==> config.mk <==
export PLATFORM = sky130hd
export DESIGN_NAME = framed_packet_receiver
export DESIGN_NICKNAME = d
export VERILOG_FILES = /design/src/hw/rtl/fpr_pkg.sv /design/src/hw/rtl/fpr_payload_ram.sv /design/src/hw/rtl/fpr_deframer.sv /design/src/hw/rtl/framed_packet_receiver.sv
export SDC_FILE = /design/constraint.sdc
export NUM_CORES = 1
export LEC_CHECK = 0
export BUFFER_PORTS_ARGS = -buffer_cell sky130_fd_sc_hd__buf_2
export CORE_MARGIN = 3
export CORE_UTILIZATION = 59
export DETAILED_ROUTE_END_ITERATION = 6
export PLACE_DENSITY = 0.74
export SETUP_SLACK_MARGIN = 0.15
export SYNTH_ARGS = -nofsm -noshare
export SYNTH_HDL_FRONTEND = slang
export SYNTH_SLANG_ARGS = --single-unit
==> constraint.sdc <==
create_clock -name clock -period 5.52 [get_ports clock]
set_input_delay 0.276 -clock clock [delete_from_list [all_inputs] [get_ports clock]]
set_output_delay 0.276 -clock clock [all_outputs]
set_load 0.03 [all_outputs]
==> src/hw/rtl/fpr_pkg.sv <==
package fpr_pkg;

   localparam int BYTE_W = 8;
   localparam int ID_W   = 16;
   localparam int LEN_W  = 7;   // payload length, 0..64
   localparam int IDX_W  = 6;   // byte_index port width
   localparam int OP_W   = 2;
   localparam int CSR_W  = 1;

   // request operations
   localparam logic [OP_W-1:0] OP_BYTE  = 2'd0;
   localparam logic [OP_W-1:0] OP_TAKE  = 2'd1;
   localparam logic [OP_W-1:0] OP_CLEAR = 2'd2;

   // configuration register indexes
   localparam logic [CSR_W-1:0] CSR_START_SYMBOL = 1'b0;
   localparam logic [CSR_W-1:0] CSR_HDR_BYTES    = 1'b1;

   localparam logic [BYTE_W-1:0] START_SYMBOL_RST = 8'd126;
   localparam logic [BYTE_W-1:0] HDR_BYTES_RST    = 8'd7;

   // command from the request side to the deframer
   typedef struct packed {
      logic              byte_en;
      logic              rearm;
      logic [BYTE_W-1:0] data_byte;
   } frm_cmd_type;

   // deframer status
   typedef struct packed {
      logic done;       // packet complete now
      logic done_next;  // packet complete after this cycle's command
      logic error;      // this cycle's length byte is bad
   } frm_status_type;

   // captured header
   typedef struct packed {
      logic [BYTE_W-1:0] destination;
      logic [BYTE_W-1:0] source;
      logic [ID_W-1:0]   packet_id;
      logic [BYTE_W-1:0] service;
      logic [BYTE_W-1:0] crc_byte;
      logic [LEN_W-1:0]  length;
   } hdr_type;

endpackage

==> src/hw/rtl/fpr_payload_ram.sv <==
module fpr_payload_ram #(
   parameter int DEPTH  = 64,
   parameter int ADDR_W = 6
) (
   input  logic                       clock,
   input  logic                       wr_en,
   input  logic [ADDR_W-1:0]          wr_addr,
   input  logic [fpr_pkg::BYTE_W-1:0] wr_data,
   input  logic                       rd_en,
   input  logic [ADDR_W-1:0]          rd_addr,
   output logic [fpr_pkg::BYTE_W-1:0] rd_data
);

   logic [fpr_pkg::BYTE_W-1:0] mem [DEPTH];
   logic [fpr_pkg::BYTE_W-1:0] rd_data_ff;

   always_ff @(posedge clock) begin
      if (wr_en) begin
         mem[wr_addr] <= wr_data;
      end
   end

   always_ff @(posedge clock) begin
      if (rd_en) begin
         rd_data_ff <= mem[rd_addr];
      end
   end

   assign rd_data = rd_data_ff;

endmodule

==> src/hw/rtl/fpr_deframer.sv <==
module fpr_deframer #(
   parameter int MAX_PAYLOAD = 64,
   parameter int ADDR_W      = 6
) (
   input  logic                       clock,
   input  logic                       reset,
   input  fpr_pkg::frm_cmd_type       cmd,
   input  logic [fpr_pkg::BYTE_W-1:0] start_symbol,
   input  logic [fpr_pkg::BYTE_W-1:0] hdr_bytes,
   output fpr_pkg::frm_status_type    status,
   output fpr_pkg::hdr_type           hdr,
   output logic                       wr_en,
   output logic [ADDR_W-1:0]          wr_addr,
   output logic [fpr_pkg::BYTE_W-1:0] wr_data
);

   localparam logic [3:0] PH_WAIT = 4'd0;
   localparam logic [3:0] PH_DEST = 4'd1;
   localparam logic [3:0] PH_SRC  = 4'd2;
   localparam logic [3:0] PH_LEN  = 4'd3;
   localparam logic [3:0] PH_IDHI = 4'd4;
   localparam logic [3:0] PH_IDLO = 4'd5;
   localparam logic [3:0] PH_SERV = 4'd6;
   localparam logic [3:0] PH_CRC  = 4'd7;
   localparam logic [3:0] PH_PAY  = 4'd8;
   localparam logic [3:0] PH_DONE = 4'd9;

   localparam logic [fpr_pkg::BYTE_W-1:0] MAX_PAY_B = fpr_pkg::BYTE_W'(MAX_PAYLOAD);

   logic [3:0]                  phase_ff, phase_in;
   fpr_pkg::hdr_type            hdr_ff, hdr_in;
   logic [fpr_pkg::LEN_W-1:0]   fill_ff, fill_in;
   logic [fpr_pkg::LEN_W-1:0]   fill_plus;
   logic [fpr_pkg::BYTE_W:0]    diff;
   logic                        bad_len;
   logic                        err;

   always_comb begin
      phase_in  = phase_ff;
      hdr_in    = hdr_ff;
      fill_in   = fill_ff;
      err       = 1'b0;
      wr_en     = 1'b0;
      fill_plus = fill_ff + fpr_pkg::LEN_W'(1);
      diff      = {1'b0, cmd.data_byte} - {1'b0, hdr_bytes};
      bad_len   = diff[fpr_pkg::BYTE_W] || (diff[fpr_pkg::BYTE_W-1:0] > MAX_PAY_B);

      if (cmd.rearm) begin
         phase_in      = PH_WAIT;
         fill_in       = '0;
         hdr_in.length = '0;
      end else if (cmd.byte_en) begin
         case (phase_ff)
            PH_WAIT: begin
               if (cmd.data_byte == start_symbol) begin
                  phase_in = PH_DEST;
               end
            end
            PH_DEST: begin
               hdr_in.destination = cmd.data_byte;
               phase_in = PH_SRC;
            end
            PH_SRC: begin
               hdr_in.source = cmd.data_byte;
               phase_in = PH_LEN;
            end
            PH_LEN: begin
               if (bad_len) begin
                  err           = 1'b1;
                  phase_in      = PH_WAIT;
                  fill_in       = '0;
                  hdr_in.length = '0;
               end else begin
                  hdr_in.length = diff[fpr_pkg::LEN_W-1:0];
                  fill_in       = '0;
                  phase_in      = PH_IDHI;
               end
            end
            PH_IDHI: begin
               hdr_in.packet_id = {cmd.data_byte, fpr_pkg::BYTE_W'(0)};
               phase_in = PH_IDLO;
            end
            PH_IDLO: begin
               hdr_in.packet_id[fpr_pkg::BYTE_W-1:0] = cmd.data_byte;
               phase_in = PH_SERV;
            end
            PH_SERV: begin
               hdr_in.service = cmd.data_byte;
               phase_in = PH_CRC;
            end
            PH_CRC: begin
               hdr_in.crc_byte = cmd.data_byte;
               phase_in = (hdr_ff.length == '0) ? PH_DONE : PH_PAY;
            end
            PH_PAY: begin
               wr_en   = 1'b1;
               fill_in = fill_plus;
               if (fill_plus >= hdr_ff.length) begin
                  phase_in = PH_DONE;
               end
            end
            PH_DONE: begin
               phase_in = PH_DONE;
            end
            default: begin
               phase_in      = PH_WAIT;
               fill_in       = '0;
               hdr_in.length = '0;
            end
         endcase
      end
   end

   assign wr_addr = fill_ff[ADDR_W-1:0];
   assign wr_data = cmd.data_byte;

   assign status.done      = (phase_ff == PH_DONE);
   assign status.done_next = (phase_in == PH_DONE);
   assign status.error     = err;
   assign hdr              = hdr_ff;

   always_ff @(posedge clock) begin
      if (reset) begin
         phase_ff <= PH_WAIT;
         hdr_ff   <= '0;
         fill_ff  <= '0;
      end else begin
         phase_ff <= phase_in;
         hdr_ff   <= hdr_in;
         fill_ff  <= fill_in;
      end
   end

endmodule

==> src/hw/rtl/framed_packet_receiver.sv <==
// Start-symbol framed packet receiver.
// Request channel (req_valid/req_stall): req_operation selects a line byte
// (req_data_byte), a take of the finished packet, or a clear. Result channel
// (rsp_valid/rsp_stall) carries one registered result per request, or for a
// take of a finished packet one result per payload byte (one for an empty
// payload), rsp_last on the final one.
// Config port (csr_valid/csr_ready, csr_index, csr_data): index 0 start
// symbol, index 1 header size. csr_ready is always high; write only when idle.
// A result is registered in the cycle after its request is accepted; the
// first result of a non-empty take passes the payload RAM read register
// and then the output register. Byte, clear and non-taking requests go one
// per cycle while the output is not stalled. A take of an N-byte payload
// emits N results one per cycle while rsp_stall is low, paced by the payload
// RAM read port (one read per cycle); requests stall until the last result is loaded.
// Reset: receiver waits for the start symbol, header fields zero, registers
// at 126 and 7. Payload RAM is not cleared; only written entries are read.
// When rsp_stall is high the held result stays and no request is taken
// until the output register frees up.
module framed_packet_receiver #(
   parameter int MAX_PAYLOAD = 64
) (
   input  logic                        clock,
   input  logic                        reset,
   input  logic                        req_valid,
   output logic                        req_stall,
   input  logic [fpr_pkg::OP_W-1:0]    req_operation,
   input  logic [fpr_pkg::BYTE_W-1:0]  req_data_byte,
   output logic                        rsp_valid,
   input  logic                        rsp_stall,
   output logic                        rsp_finished,
   output logic                        rsp_packet_valid,
   output logic                        rsp_error,
   output logic [fpr_pkg::BYTE_W-1:0]  rsp_destination,
   output logic [fpr_pkg::BYTE_W-1:0]  rsp_source,
   output logic [fpr_pkg::ID_W-1:0]    rsp_packet_id,
   output logic [fpr_pkg::BYTE_W-1:0]  rsp_service,
   output logic [fpr_pkg::BYTE_W-1:0]  rsp_crc_byte,
   output logic [fpr_pkg::LEN_W-1:0]   rsp_payload_length,
   output logic [fpr_pkg::BYTE_W-1:0]  rsp_payload_byte,
   output logic [fpr_pkg::IDX_W-1:0]   rsp_byte_index,
   output logic                        rsp_last,
   input  logic                        csr_valid,
   output logic                        csr_ready,
   input  logic [fpr_pkg::CSR_W-1:0]   csr_index,
   input  logic [fpr_pkg::BYTE_W-1:0]  csr_data
);

   localparam int ADDR_W = (MAX_PAYLOAD > 1) ? $clog2(MAX_PAYLOAD) : 1;

   // take sequencer
   localparam logic ST_IDLE = 1'b0;
   localparam logic ST_EMIT = 1'b1;

   logic                         state_ff, state_in;
   logic [ADDR_W-1:0]            idx_ff, idx_in;
   logic [fpr_pkg::LEN_W-1:0]    len_ff, len_in;
   logic [fpr_pkg::LEN_W-1:0]    idx_plus;

   // config registers
   logic [fpr_pkg::BYTE_W-1:0]   start_symbol_ff, start_symbol_in;
   logic [fpr_pkg::BYTE_W-1:0]   hdr_bytes_ff, hdr_bytes_in;

   // output register
   logic                         rsp_valid_ff, rsp_valid_in;
   logic                         load;
   logic                         finished_ff, finished_in;
   logic                         packet_valid_ff, packet_valid_in;
   logic                         error_ff, error_in;
   fpr_pkg::hdr_type             out_hdr_ff, out_hdr_in;
   logic [fpr_pkg::BYTE_W-1:0]   payload_byte_ff, payload_byte_in;
   logic [fpr_pkg::IDX_W-1:0]    byte_index_ff, byte_index_in;
   logic                         last_ff, last_in;

   logic                         out_free;
   logic                         req_accept;
   logic                         take_go;
   fpr_pkg::frm_cmd_type         cmd;
   fpr_pkg::frm_status_type      status;
   fpr_pkg::hdr_type             hdr;
   logic                         wr_en;
   logic [ADDR_W-1:0]            wr_addr;
   logic [fpr_pkg::BYTE_W-1:0]   wr_data;
   logic                         rd_en;
   logic [ADDR_W-1:0]            rd_addr;
   logic [fpr_pkg::BYTE_W-1:0]   rd_data;

   // register file: always ready, writes land in the next cycle
   assign csr_ready = 1'b1;

   always_comb begin
      start_symbol_in = start_symbol_ff;
      hdr_bytes_in    = hdr_bytes_ff;
      if (csr_valid && csr_ready) begin
         case (csr_index)
            fpr_pkg::CSR_START_SYMBOL: start_symbol_in = csr_data;
            fpr_pkg::CSR_HDR_BYTES:    hdr_bytes_in    = csr_data;
            default: begin
               start_symbol_in = start_symbol_ff;
            end
         endcase
      end
   end

   // request side
   assign out_free   = !rsp_valid_ff || !rsp_stall;
   assign req_stall  = !((state_ff == ST_IDLE) && out_free);
   assign req_accept = req_valid && !req_stall;
   assign take_go    = req_accept && (req_operation == fpr_pkg::OP_TAKE) && status.done;

   // a clear, or a take of a finished packet, rearms the receiver
   assign cmd.byte_en   = req_accept && (req_operation == fpr_pkg::OP_BYTE);
   assign cmd.rearm     = (req_accept && (req_operation == fpr_pkg::OP_CLEAR)) || take_go;
   assign cmd.data_byte = req_data_byte;

   fpr_deframer #(
      .MAX_PAYLOAD (MAX_PAYLOAD),
      .ADDR_W      (ADDR_W)
   ) u_deframer (
      .clock        (clock),
      .reset        (reset),
      .cmd          (cmd),
      .start_symbol (start_symbol_ff),
      .hdr_bytes    (hdr_bytes_ff),
      .status       (status),
      .hdr          (hdr),
      .wr_en        (wr_en),
      .wr_addr      (wr_addr),
      .wr_data      (wr_data)
   );

   fpr_payload_ram #(
      .DEPTH  (MAX_PAYLOAD),
      .ADDR_W (ADDR_W)
   ) u_payload_ram (
      .clock   (clock),
      .wr_en   (wr_en),
      .wr_addr (wr_addr),
      .wr_data (wr_data),
      .rd_en   (rd_en),
      .rd_addr (rd_addr),
      .rd_data (rd_data)
   );

   // Result building. A take of a non-empty payload reads entry 0 at accept,
   // then each loaded result issues the read for the next entry, so the RAM
   // data is ready in the next cycle. The header regs stay put during the run
   // (requests are stalled); only the length is cleared by the rearm, so it
   // is latched here.
   always_comb begin
      state_in        = state_ff;
      idx_in          = idx_ff;
      len_in          = len_ff;
      rd_en           = 1'b0;
      idx_plus        = fpr_pkg::LEN_W'(idx_ff) + fpr_pkg::LEN_W'(1);
      rd_addr         = idx_plus[ADDR_W-1:0];
      load            = 1'b0;
      finished_in     = finished_ff;
      packet_valid_in = packet_valid_ff;
      error_in        = error_ff;
      out_hdr_in      = out_hdr_ff;
      payload_byte_in = payload_byte_ff;
      byte_index_in   = byte_index_ff;
      last_in         = last_ff;

      case (state_ff)
         ST_IDLE: begin
            if (req_accept) begin
               load            = 1'b1;
               finished_in     = status.done_next;
               packet_valid_in = 1'b0;
               error_in        = status.error;
               out_hdr_in      = '0;
               payload_byte_in = '0;
               byte_index_in   = '0;
               last_in         = 1'b1;
               if (take_go) begin
                  // empty payload: the single result goes out now
                  packet_valid_in = 1'b1;
                  out_hdr_in      = hdr;
                  if (hdr.length != '0) begin
                     load     = 1'b0;
                     len_in   = hdr.length;
                     idx_in   = '0;
                     rd_en    = 1'b1;
                     rd_addr  = '0;
                     state_in = ST_EMIT;
                  end
               end
            end
         end
         ST_EMIT: begin
            if (out_free) begin
               load              = 1'b1;
               finished_in       = status.done;
               packet_valid_in   = 1'b1;
               error_in          = 1'b0;
               out_hdr_in        = hdr;
               out_hdr_in.length = len_ff;
               payload_byte_in   = rd_data;
               byte_index_in     = fpr_pkg::IDX_W'(idx_ff);
               last_in           = (idx_plus == len_ff);
               if (idx_plus == len_ff) begin
                  state_in = ST_IDLE;
               end else begin
                  idx_in = idx_plus[ADDR_W-1:0];
                  rd_en  = 1'b1;
               end
            end
         end
         default: begin
            state_in = ST_IDLE;
         end
      endcase
   end

   assign rsp_valid_in = load || (rsp_valid_ff && rsp_stall);

   always_ff @(posedge clock) begin
      if (reset) begin
         state_ff        <= ST_IDLE;
         rsp_valid_ff    <= 1'b0;
         start_symbol_ff <= fpr_pkg::START_SYMBOL_RST;
         hdr_bytes_ff    <= fpr_pkg::HDR_BYTES_RST;
      end else begin
         state_ff        <= state_in;
         rsp_valid_ff    <= rsp_valid_in;
         start_symbol_ff <= start_symbol_in;
         hdr_bytes_ff    <= hdr_bytes_in;
      end
   end

   always_ff @(posedge clock) begin
      idx_ff          <= idx_in;
      len_ff          <= len_in;
      finished_ff     <= finished_in;
      packet_valid_ff <= packet_valid_in;
      error_ff        <= error_in;
      out_hdr_ff      <= out_hdr_in;
      payload_byte_ff <= payload_byte_in;
      byte_index_ff   <= byte_index_in;
      last_ff         <= last_in;
   end

   assign rsp_valid          = rsp_valid_ff;
   assign rsp_finished       = finished_ff;
   assign rsp_packet_valid   = packet_valid_ff;
   assign rsp_error          = error_ff;
   assign rsp_destination    = out_hdr_ff.destination;
   assign rsp_source         = out_hdr_ff.source;
   assign rsp_packet_id      = out_hdr_ff.packet_id;
   assign rsp_service        = out_hdr_ff.service;
   assign rsp_crc_byte       = out_hdr_ff.crc_byte;
   assign rsp_payload_length = out_hdr_ff.length;
   assign rsp_payload_byte   = payload_byte_ff;
   assign rsp_byte_index     = byte_index_ff;
   assign rsp_last           = last_ff;

   // no request is taken while a payload run is being emitted
   a_emit_stalls: assert property (@(posedge clock) disable iff (reset)
      state_ff == ST_EMIT |-> req_stall)
      else $error("request accepted during payload run");

   // a held non-final packet result implies the run is still going
   a_run_open: assert property (@(posedge clock) disable iff (reset)
      rsp_valid && rsp_packet_valid && !rsp_last |-> state_ff == ST_EMIT)
      else $error("payload run ended without a last result");

   // a take leaves the receiver rearmed
   a_take_rearms: assert property (@(posedge clock) disable iff (reset)
      rsp_valid && rsp_packet_valid |-> !rsp_finished)
      else $error("finished still set on a taken packet");

   // a bad length byte drops the packet
   a_error_drops: assert property (@(posedge clock) disable iff (reset)
      rsp_valid && rsp_error |-> !rsp_finished && !rsp_packet_valid)
      else $error("error result with packet state");

endmodule
==> flow_summary.yaml <==
drt:
  dr.pass1.iters: 5
  finalWirelength_um: 68000
  vias_per_cell: 6.35
  drt_iter0_drc: 2140
  detail_route.wl_per_cell_um: 25.3
  postRouteAntennaNets: 0
  drcViolationCount: 0
  routed-via-count: 17087
clocking:
  clk_path_buf_depth: 3
  clkSinkCount: 690
  cts_tree: "built"
  clk_transition_reported_paths_ns: 0.07
  post_cts_buffers: 0
  h-tree-depth: 3
  cts_inserted_buffers: 69
  root_buffer: "clkbuf_16"
  insertion_delay_ns: 0.60
critical_path:
  worstSetupEndpointType: "flip-flop"
  worstSetupPathType: "reg -> reg"
  arrival_ns: 4.49
  cp-start-kind: "flip-flop"
  r2r-start: "idx_ff[0]"
  r2r_setup_slack_ns: 1.37
  r2r_end: "u_payload_ram.rd_data[5]"
  crit_fanout: 74
  r2r_cells: 8
  required_ns: 5.86
placement:
  placed_area_mm2: 0.0289
  gp_routability_congestion: 0.942
  dp_slack_ns: 1.45
  place_hpwl_um: 42100
  io_buffers: 98
timing:
  hold_slack_ns: 0.0630
  fin_ws_ns: 1.37
  skew_ns: 0.0222
  finalHoldViolCount: 0
  worst_slew_pin_slew_ns: 1.15
  slew_headroom_pct: 23.4
  period_needed_ns: 4.15
  max_freq_mhz: 241
  finalCritPeriodShare_pct: 75.1
  drv_slew: 0
  setup_viol: 0
  rsz0062_at_grt: "false"
  setup_tns_ns: 0
worst_hold_path:
  hold_start: "rsp_stall"
  min_path_cells: 3
  min_to: "rsp_valid"
  hp-class: "in -> reg"
finish:
  nNetsFinal: 2070
  drive_gt1_share_pct: 13.3
  stdcell_area_mm2: 0.0312
  area_growth_syn_to_layout_pct: 11.5
  n_fill_cell: 3174
yosys:
  ys_ff_latch: 690
  yosys_warnings: 0
  syn-cell-area_mm2: 0.0280
  yosysSeqAreaShare_pct: 71.0
  synth-edff-count: 606
  synth_cells: 1946
  avgSynthCellArea_um2: 14.4
  synth_fp_nets: 1989
  synth_ff_type: "edfxtp_1"
  async_flop_share_pct: 0
  ys_types: 64
power_and_ir_drop:
  pwr-share-comb_pct: 2.8
  power.density_mw_per_mm2: 338
  internal-power_mw: 8.37
  power_leakage_nw: 11.1
  switchingPower_mw: 2.17
  p_clk_share_pct: 43.0
  sw_frac_of_total_pct: 20.6
  power_frac_seq_pct: 54.2
  vdd_drop_max_uv: 261
global_route:
  grt_max_degree: 116
  track_usage_pct: 27.2
  grt_pass1_vias: 16543
  grt_pass1_wl_um: 103000
  grt_overflow_total: 0
  antenna_found_initial: 3
floorplan:
  die-area_mm2: 0.0501
  io_pins: 100
  core_area_mm2: 0.0467
  dieWidth_um: 224
  num_rows: 79
  die_h_um: 224
  start_util_pct: 60.0
job:
  maxCapViolCount: 0
status:
  status: "finished, final reports clean"
==> metal layers <==
metal  wire (µm)  up-vias  GRT usage, %
met5           0        -             0
li1            -     7610             -
met3        6250      136          5.48
met1       27400     8474          38.1
met2       32100      867          43.2
met4        2220        0          9.60
==> placed cells by master (no fill, tap or decap), types with 5 or more instances in the layout <==
cell type / instances
edfxtp_1: 606
mux2i_1: 168
nor2_1: 140
buf_2: 98
nand2_1: 97
dfxtp_1: 84
nor3_1: 78
a211oi_1: 78
a21oi_1: 76
clkbuf_16: 72
and2_1: 70
o22ai_1: 70
o21ai_0: 63
nand3_1: 32
mux2_2: 30
buf_4: 27
inv_1: 20
ha_1: 17
xnor2_1: 15
a221oi_1: 15
clkinv_2: 14
clkinv_1: 14
xor2_1: 13
nand3b_1: 13
clkbuf_1: 13
nor2b_1: 11
and3_1: 11
o22a_1: 10
mux4_2: 9
dlygate4sd3_1: 9
o211ai_1: 8
or4_1: 8
nor4_1: 6
o21ai_1: 6
a21o_1: 5
nand2b_1: 5
or3_1: 5
o21a_1: 5
a22oi_1: 5
==> how the worst max path moves through the flow <==
stage / start / slack [ns] / endpoint / cells past startpoint
floorplan: state_ff / 1.25 / rsp_byte_index[0] / 3
global placement: idx_ff[0] / 1.45 / u_payload_ram.rd_data[2] / 8
detailed placement: idx_ff[0] / 1.45 / u_payload_ram.rd_data[2] / 8
CTS: state_ff / 1.43 / u_payload_ram.mem[37][7] / 7
global route: state_ff / 1.15 / u_payload_ram.mem[45][4] / 7
finish: idx_ff[0] / 1.37 / u_payload_ram.rd_data[5] / 8
==> critical path: stages (launching register included) <==
cell and delay (ns):
edfxtp_1 0.38, buf_4 0.83, buf_4 1.00, mux2i_1 0.27, a211oi_1 0.10, o22a_1 0.22, nor3_1 0.35, a211oi_1 0.16
or4_1 0.48
==> timing repair <==
item,in CTS,in global routing
resized for setup,0,0
hold buffers,9,0
endpoints found under the hold margin,17,0
==> power groups by stage <==
stage	clock (mW)	sequential (mW)	combinational [mW]
floorplan	0	5.87	0.0993
global placement	0	5.82	0.289
detailed placement	0	5.82	0.294
CTS	4.58	5.71	0.300
global route	4.80	5.71	0.324
finish	4.53	5.71	0.300
==> stage by stage <==
stage               cells  power [mW]  utilization (%)
global placement     2554        6.11             62.0
detailed placement   2554        6.12             62.0
finish               2690        10.5             66.9
global route         2688        10.8             66.9
floorplan            1946        5.97                -
CTS                  2688        10.6             66.9
==> cell usage after synthesis (all sizes together) (4+ instances only) <==
library cell / n / area [µm²]
xor2: 14 / 123
nand2: 98 / 375
nand3b: 13 / 97.6
o22a: 10 / 87.6
mux4: 9 / 203
edfxtp: 606 / 18200
ha: 18 / 225
a21oi: 77 / 389
nand2b: 5 / 31.3
and2: 70 / 438
or4: 8 / 60.1
inv: 21 / 81.3
o21bai: 4 / 30.0
nor4: 6 / 37.5
clkbuf: 69 / 259
o21ai: 70 / 354
a221oi: 15 / 131
mux2: 30 / 338
a211oi: 78 / 586
and3: 11 / 68.8
xnor2: 15 / 131
nand3: 32 / 160
or3: 5 / 31.3
nor3: 79 / 400
mux2i: 168 / 1680
o22ai: 70 / 438
a22oi: 6 / 58.8
dfxtp: 84 / 1680
buf: 56 / 293
nor2b: 11 / 68.8
o21a: 5 / 37.5
o211ai: 8 / 60.1
a21o: 5 / 37.5
nor2: 144 / 548
==> layout make-up <==
cell class	instances	area, µm²	share of cell area, %
sequential	690	19900	63.7
multi-input combinational	1110	7500	24.0
clock buffer	87	1880	6.02
timing repair buffer	135	803	2.57
tap	607	759	2.43
clock inverter	38	302	0.966
inverter	21	81.3	0.261
antenna	2	5.00	0.0160
==> flip-flops by register name (all words and copies together), names as in the netlist <==
| signal | count |
|---|---|
| rsp_finished | 1 |
| rsp_payload_byte | 8 |
| u_deframer.phase_ff | 4 |
| len_ff | 7 |
| idx_ff | 6 |
| rsp_packet_valid | 1 |
| rsp_source | 8 |
| rsp_payload_length | 7 |
| rsp_error | 1 |
| state_ff | 1 |
| rsp_crc_byte | 8 |
| rsp_packet_id | 16 |
| u_deframer.hdr | 55 |
| start_symbol_ff | 8 |
| u_payload_ram.rd_data | 8 |
| u_deframer.fill_ff | 7 |
| rsp_byte_index | 6 |
| hdr_bytes_ff | 8 |
| rsp_service | 8 |
| rsp_valid | 1 |
| rsp_last | 1 |
| u_payload_ram.mem | 512 |
| rsp_destination | 8 |
==> cell families after synthesis <==
| group | Yosys count | synth area share [%] |
|---|---|---|
| and+or+nand+nor | 489 | 8.50 |
| xor gates and xnor gates | 29 | 0.908 |
| AOI/OAI and AO/OA | 365 | 8.45 |
| DFF | 690 | 71.0 |
| adders and majority gates | 19 | 0.876 |
| buffers and inverters | 146 | 2.26 |
| other | 1 | 0.0134 |
| muxes | 207 | 7.94 |
Note: power is estimated with default switching activity, not from simulation.
